===== config.mk =====
export PLATFORM = sky130hd
export DESIGN_NAME = ssc_cell
export DESIGN_NICKNAME = d
export VERILOG_FILES = /design/src/design/ssc_pkg.sv /design/src/design/ssc_cell.sv
export SDC_FILE = /design/constraint.sdc
export NUM_CORES = 2
export LEC_CHECK = 0
export BUFFER_PORTS_ARGS = -buffer_cell sky130_fd_sc_hd__buf_2
export CAP_MARGIN = 20
export CORE_MARGIN = 2
export CORE_UTILIZATION = 40
export DETAILED_ROUTE_END_ITERATION = 6
export PLACE_DENSITY = 0.69
export SETUP_SLACK_MARGIN = 0.02
export SLEW_MARGIN = 10
export SYNTH_ARGS = -nofsm -noshare
export SYNTH_HDL_FRONTEND = slang
export SYNTH_SLANG_ARGS = --single-unit

===== constraint.sdc =====
create_clock -name aclk -period 20.4 [get_ports aclk]
set_input_delay 2.04 -clock aclk [delete_from_list [all_inputs] [get_ports aclk]]
set_output_delay 2.04 -clock aclk [all_outputs]
set_load 0.05 [all_outputs]

===== src/design/ssc_pkg.sv =====
// Package for the supersampled shape coverage block.
// Holds defaults, register indexes, shape codes and the fixed edge tables.
`default_nettype none
package ssc_pkg;
    localparam int GRID_DEF       = 4;
    localparam int COORD_BITS_DEF = 10;

    localparam logic [1:0] MODE_CIRCLE = 2'd0;
    localparam logic [1:0] MODE_CONVEX = 2'd1;
    localparam logic [1:0] MODE_STAR   = 2'd2;

    localparam logic [1:0] REG_SHAPE_MODE = 2'd0;
    localparam logic [1:0] REG_CENTER_X   = 2'd1;
    localparam logic [1:0] REG_CENTER_Y   = 2'd2;
    localparam logic [1:0] REG_RADIUS     = 2'd3;

    localparam int CVX_N = 4;
    localparam int CVX_A  [CVX_N] = '{-3, 1, 8, 1};
    localparam int CVX_B  [CVX_N] = '{1, 2, -1, -7};
    localparam int CVX_X0 [CVX_N] = '{20, 200, 700, 200};
    localparam int CVX_Y0 [CVX_N] = '{20, 700, 400, 200};

    localparam int STAR_N = 5;
    localparam int STAR_A  [STAR_N] = '{-1, 8, -1, 1, 1};
    localparam int STAR_B  [STAR_N] = '{1, -1, -1, 2, -4};
    localparam int STAR_X0 [STAR_N] = '{20, 600, 600, 100, 100};
    localparam int STAR_Y0 [STAR_N] = '{20, 400, 200, 700, 200};
endpackage
`default_nettype wire


===== src/design/ssc_cell.sv =====
// One column cell: tests the samples of its column and adds the hits to the count.
// Depends on ssc_pkg.
`default_nettype none
module ssc_cell #(
    parameter int GRID       = ssc_pkg::GRID_DEF,
    parameter int COORD_BITS = ssc_pkg::COORD_BITS_DEF,
    parameter int EW         = 22,
    parameter int DW         = 45,
    parameter int CW         = 5,
    parameter int IDX        = 0
) (
    input  wire logic                         aclk,
    input  wire logic                         aresetn,
    input  wire logic                         en,
    input  wire logic [1:0]                   mode,
    input  wire logic [COORD_BITS-1:0]        cx,
    input  wire logic                         valid_in,
    input  wire logic [COORD_BITS-1:0]        px_in,
    input  wire logic signed [EW-1:0]         sy_in   [GRID],
    input  wire logic signed [DW-1:0]         dy2m_in [GRID],
    input  wire logic [CW-1:0]                cnt_in,
    output logic                              valid_out,
    output logic [COORD_BITS-1:0]             px_out,
    output logic signed [EW-1:0]              sy_out   [GRID],
    output logic signed [DW-1:0]              dy2m_out [GRID],
    output logic [CW-1:0]                     cnt_out
);
    import ssc_pkg::*;
    localparam int SCALE = 2 * GRID;

    logic                  valid_reg;
    logic [COORD_BITS-1:0] px_reg;
    logic signed [EW-1:0]  sy_reg   [GRID];
    logic signed [DW-1:0]  dy2m_reg [GRID];
    logic [CW-1:0]         cnt_reg;
    logic [CW-1:0]         cnt_next;
    logic signed [EW-1:0]  sx;
    logic signed [EW-1:0]  dx;
    logic signed [DW-1:0]  dx2;
    logic signed [EW-1:0]  e;
    logic                  hit;
    logic                  cvx_in;
    logic                  neg [STAR_N];
    logic                  star_in;

    always_comb begin
        sx       = EW'(px_in) * EW'(SCALE) + EW'(2 * IDX + 1);
        dx       = sx - EW'(cx) * EW'(SCALE);
        dx2      = DW'(dx) * DW'(dx);
        cnt_next = cnt_in;
        e        = '0;
        for (int j = 0; j < GRID; j++) begin
            cvx_in = 1'b1;
            for (int k = 0; k < CVX_N; k++) begin
                e = EW'(CVX_A[k]) * (sx - EW'(CVX_X0[k] * SCALE))
                  + EW'(CVX_B[k]) * (sy_in[j] - EW'(CVX_Y0[k] * SCALE));
                if (!e[EW-1]) begin
                    cvx_in = 1'b0;
                end
            end
            for (int k = 0; k < STAR_N; k++) begin
                e = EW'(STAR_A[k]) * (sx - EW'(STAR_X0[k] * SCALE))
                  + EW'(STAR_B[k]) * (sy_in[j] - EW'(STAR_Y0[k] * SCALE));
                neg[k] = e[EW-1];
            end
            star_in = 1'b0;
            for (int k = 0; k < STAR_N; k++) begin
                if (neg[k] && neg[(k + 1) % STAR_N] && neg[(k + 2) % STAR_N]) begin
                    star_in = 1'b1;
                end
            end
            case (mode)
                MODE_CIRCLE: hit = (dx2 + dy2m_in[j]) < 0;
                MODE_CONVEX: hit = cvx_in;
                MODE_STAR:   hit = star_in;
                default:     hit = 1'b0;
            endcase
            cnt_next = cnt_next + CW'(hit);
        end
    end

    always_ff @(posedge aclk) begin
        if (!aresetn) begin
            valid_reg <= 1'b0;
        end else if (en) begin
            valid_reg <= valid_in;
        end
    end

    always_ff @(posedge aclk) begin
        if (en) begin
            px_reg   <= px_in;
            sy_reg   <= sy_in;
            dy2m_reg <= dy2m_in;
            cnt_reg  <= cnt_next;
        end
    end

    assign valid_out = valid_reg;
    assign px_out    = px_reg;
    assign sy_out    = sy_reg;
    assign dy2m_out  = dy2m_reg;
    assign cnt_out   = cnt_reg;
endmodule
`default_nettype wire


[Word level (Yosys, flattened, before mapping)]
Cells that the tools add are included.
Storage, ports and cells
  word-level logic and storage cells: 185
  register bits: 284
  bits of input ports: 299
  output and inout bits: 284
Operators by class
  order comparisons: 4
  multiplexer cells: 40
  $mul: 6
  reduce and logical (&&, ||, !) cells: 41
  eq/ne operators: 2
  add/sub/neg operators: 81
Operators with widths (number)
  $add A15 B22 Y22: 16
  $add A22 B22 Y22: 16
  $neg A22 Y22: 9
  $add A30 B45 Y45: 4
  $lt A45 B1 Y1 const B: 4
  $add A18 B22 Y22: 4
  $mul A4 B22 Y22 const A: 4
  $sub A22 B12 Y22 const B: 4
  $sub A22 B13 Y22 const B: 4
  $sub A22 B9 Y22 const B: 4
  $sub A21 B14 Y21 const B: 4
  $neg A20 Y20: 4
  $logic_and A1 B1 Y1: 40
  $mux W1: 36
  $mul A15 B15 Y30: 1
  $sub A14 B13 Y15 const B: 2
  $neg A15 Y22: 1
  $add A5 B1 Y5: 4
  $mul A3 B15 Y18 const A: 1
  $sub A14 B10 Y15 const B: 1
  $sub A14 B11 Y15 const B: 1
  $sub A14 B13 Y15: 1
  $sub A14 B8 Y15 const B: 1
  $add A13 B1 Y14 const B: 1
  4 further kinds: 7

[Depth between registers and ports, before layout]
  word-level depth: 16
  depth in mapped cells: 53
  mapped depth without buffers: 52

[Worst setup path before layout]
Ideal clock, no wire load.
  path type: in2reg
  from: input port px_in[0]
  to: register cnt_reg[4], in the netlist cnt_out[4] (data pin)
  library setup time: 0.260 ns
  slack: 3.083 ns
  stages on the path: 49
  arrival time: 17.057 ns
  required time: 20.140 ns
  buffers on the path: 2
  cells stage by stage: clkbuf_1 -> inv_1 -> ha_1 -> nor2b_1 -> o21ai_0 -> a21boi_0 -> o21ai_1 -> a21boi_0 -> o21ai_1 -> nand2_1 -> a21oi_1 -> o21a_1 -> inv_1 -> clkbuf_1 -> nor2_1 -> fa_1 -> inv_1 -> fa_1 -> [... 13 more ...] -> ha_1 -> a21o_1 -> a21o_1 -> a21oi_1 -> o21ai_0 -> a21o_1 -> mux2_2 -> or4_1 -> xnor2_1 -> nand2_1 -> o211a_1 -> fa_1 -> inv_1 -> fa_1 -> inv_1 -> fa_1 -> nor2_1 -> xor2_1
Between the ends
  cells in the longest elaborated chain, start to end: 16
  elaborated cells on any way between the ends: 139
  those cells by class: add/sub: 53; mul: 2; order compare: 4; mux: 40; reduce/logical: 40
RTL lines
  from (decl): line ssc_cell.sv:18  | input wire logic [COORD_BITS-1:0] px_in,
  $add A13 B1 Y14 *: line ssc_cell.sv:47  | sx = EW'(px_in) * EW'(SCALE) + EW'(2 * IDX + 1);
  branches (longest 14 deep; another with $add A30 B45 Y45)
  $add A5 B1 Y5 *: line ssc_cell.sv:78  | cnt_next = cnt_next + CW'(hit);
  net cnt_next[4]: line ssc_cell.sv:36  | logic [CW-1:0] cnt_next;
  to (signal assigned): line ssc_cell.sv:95  | cnt_reg <= cnt_next;
  to (decl): line ssc_cell.sv:35  | logic [CW-1:0] cnt_reg;
Mark *: on every way through the listed nets, which the timed path passes.
A chain may end at the register's enable or synchronous reset.

[Worst setup path after layout]
Ends and elaborated chain as after synthesis.

==> results.yml <==
final_layout:
  drive_above_1_share_pct: 14.24
  post-route-cell-area_um2: 49400
  fin_nets: 6742
  final_common_cell: "ha_1"
  mostFrequentLayoutCells: "ha_1 (1056), inv_1 (668), buf_2 (581), xnor2_1 (337), edfxtp_1 (283)"
  syn2layout_area_growth_pct: 13.92
  fillerInstances: 10280
synth:
  syn-cell-area_um2: 43360
  ys_types: 79
  ys_seq_area_share_pct: 19.65
  ys_top_cells_by_area: "ha_1 (30%), edfxtp_1 (20%), fa_1 (10%)"
  synth_compound_area_share_pct: 13.14
  ys_ff_latch: 284
  synth-main-ff-cell: "edfxtp_1"
  netlist.area_leader.share_pct: 30.47
  synth.largest_area_cell: "ha_1"
  synthAdderAreaFrac_pct: 40.54
  synth-async-reset-ratio_pct: 0
  netlist_instances: 4577
  synth_top_family_by_area: "adder cells"
  synth-simple-area-share_pct: 10.63
  synth-edff-count: 283
  syn_area_per_cell_um2: 9.474
  synth.net_count: 6150
  synthMuxAreaShare_pct: 0.1472
  yosysWarningCount: 0
  synth_xor_area_share_pct: 9.269
place:
  place_congestion: 0.9736
  dp.final_hpwl_um: 113600
  place_area_um2: 48200
  port_buffers: 582
routing:
  wire_per_inst_um: 20.84
  via_per_inst: 5.461
  ant_nets: 0
  drc_errors: 0
  first_pass_iters: 5
  drt-total-wl_um: 137700
  num_vias: 36070
  drtIter0Drc: 2467
die:
  start_util_pct: 40.39
  coreArea_um2: 107400
  row_count: 120
  io_pins: 583
  die_h_um: 333.2
  dieWidth_um: 333.2
  fp.dieArea_um2: 111000
timing:
  hold_viol_final: 0
  holdWs_ns: 0.5133
  period_minus_slack_ns: 15.08
  tightest_slew_ns: 1.230
  fin_worst_skew_ns: 0
  tns_ns: 0
  slew_violations: 0
  timing.final.crit_share_pct: 73.94
  rsz0062_at_grt: "no"
  finalSetupViolations: 0
  max_freq_mhz: 66.30
  max_slew_margin_pct: 17.40
clock_tree:
  cts.repair.resized: 0
  clockBufferDepth: 3
  cts_htree_levels: 2
  root_buffer: "clkbuf_16"
  cts_tree: "done"
  cts_buffers: 35
  hold_buffers: 0
  cts_sinks: 284
  clkLatencyLatePin_ns: 0.59
  clk_pin_slew_ns: 0.06
  cts_setup_buffers: 0
global_route:
  grt_max_degree: 83
  grt_use_total_pct: 24.27
  grt.overflow.total: 0
  grt_antenna_before_repair: 22
  first_global_vias: 35560
  grt_pass1_wl_um: 207200
worst_setup_path:
  start_kind: "primary input"
  cp-end-kind: "register"
  cp.required_ns: 20.78
  critPathArrivalTime_ns: 15.46
  max_stage_delay_ns: 0.70
  crit_path_top_delay_cell: "o311ai_1"
  cp_max_fo: 63
  r2r_slack_ns: 19.81
  path_common_cell: "fa_1"
  path_class: "in2reg"
outcome:
  outcome: "finished, final reports clean"
min_path:
  hold_class: "reg2reg"
job:
  maxCapViolations: 0
## synth_stat cells (11+ instances only)
cell type and instances:
a31oi_1 32, xor2_1 118, fa_1 218, and3_1 31
nor3b_1 11, or4_1 11, a211oi_1 50, nor2b_1 48
nand4_1 83, o21ai_0 155, edfxtp_1 283, nor4_1 23
a21boi_0 15, ha_1 1056, nand2_1 227, or2_2 14
a21o_1 133, and4_1 15, a2111oi_0 22, or3_1 18
nor3_1 102, a21oi_1 230, o2111ai_1 13, clkbuf_1 65
o211ai_1 36, and2_1 22, nor2_1 197, nand3_1 65
xnor2_1 339, buf_1 13, a221oi_1 17, o21a_1 49
o21bai_1 23, inv_1 670, nand2b_1 42
## critical path: cells and delay by family
kind	cells	cell delay [ns]
fa+ha+maj	12	5.06
compound gates	15	4.20
simple gates	8	1.65
buf+inv	10	2.09
xor+xnor	2	0.35
## routing by layer
| layer | part of all wire (%) | vias up | track usage [%] |
|---|---|---|---|
| met5 | 0.075 | - | 0 |
| met4 | 4.5 | 16 | 10.12 |
| met3 | 7.0 | 271 | 4.430 |
| met2 | 49 | 1208 | 43.36 |
| met1 | 40 | 17220 | 28.41 |
| li1 | - | 17360 | - |
## state kept, by name, indices dropped and copies added (netlist names)
signal and flops:
dy2m_out 180, sy_out 88, px_out 10, cnt_out 5
valid_out 1
## final timing paths
check             cells after the start                   start                endpoint
setup / recovery                     47                px_in[0]    cnt_out[4]$_DFFE_PP_
hold / removal                        2  valid_out$_SDFFE_PN0P_  valid_out$_SDFFE_PN0P_
setup reg to reg                      2  valid_out$_SDFFE_PN0P_  valid_out$_SDFFE_PN0P_
hold reg to reg                       2  valid_out$_SDFFE_PN0P_  valid_out$_SDFFE_PN0P_
## metrics by stage
stage	setup WS [ns]	std cells	utilization [%]
2_1_floorplan	3.083	4577	-
3_3_place_gp	4.955	6534	44.89
3_5_place_dp	4.670	6535	44.90
4_1_cts	5.330	6598	46.00
5_1_grt	4.207	6600	46.00
6_report	5.317	6605	46.01
## layout make-up
type	instances	area, µm²	area share (%)
multi-input cells	3530	32030	64.84
flip-flops and latches	284	8518	17.24
repair buffers	639	3351	6.783
inverters	679	2549	5.160
well taps	1403	1755	3.554
clock buffers	42	902.1	1.826
clock inverters	21	274.0	0.5547
diodes	7	17.52	0.03546
## cells by family (layout without fill, tap and decap cells)
group,count (synthesis),in the layout
mux,6,6
other cells,0,7
flops,284,284
buf+inv,763,1381
xor+xnor,458,458
fa+ha+maj,1274,1274
simple gates,922,922
compound gates,870,870
Power is left out: the tool's default activity adds up to more than one toggle a clock period on the data nets, which glitch-free logic cannot reach.
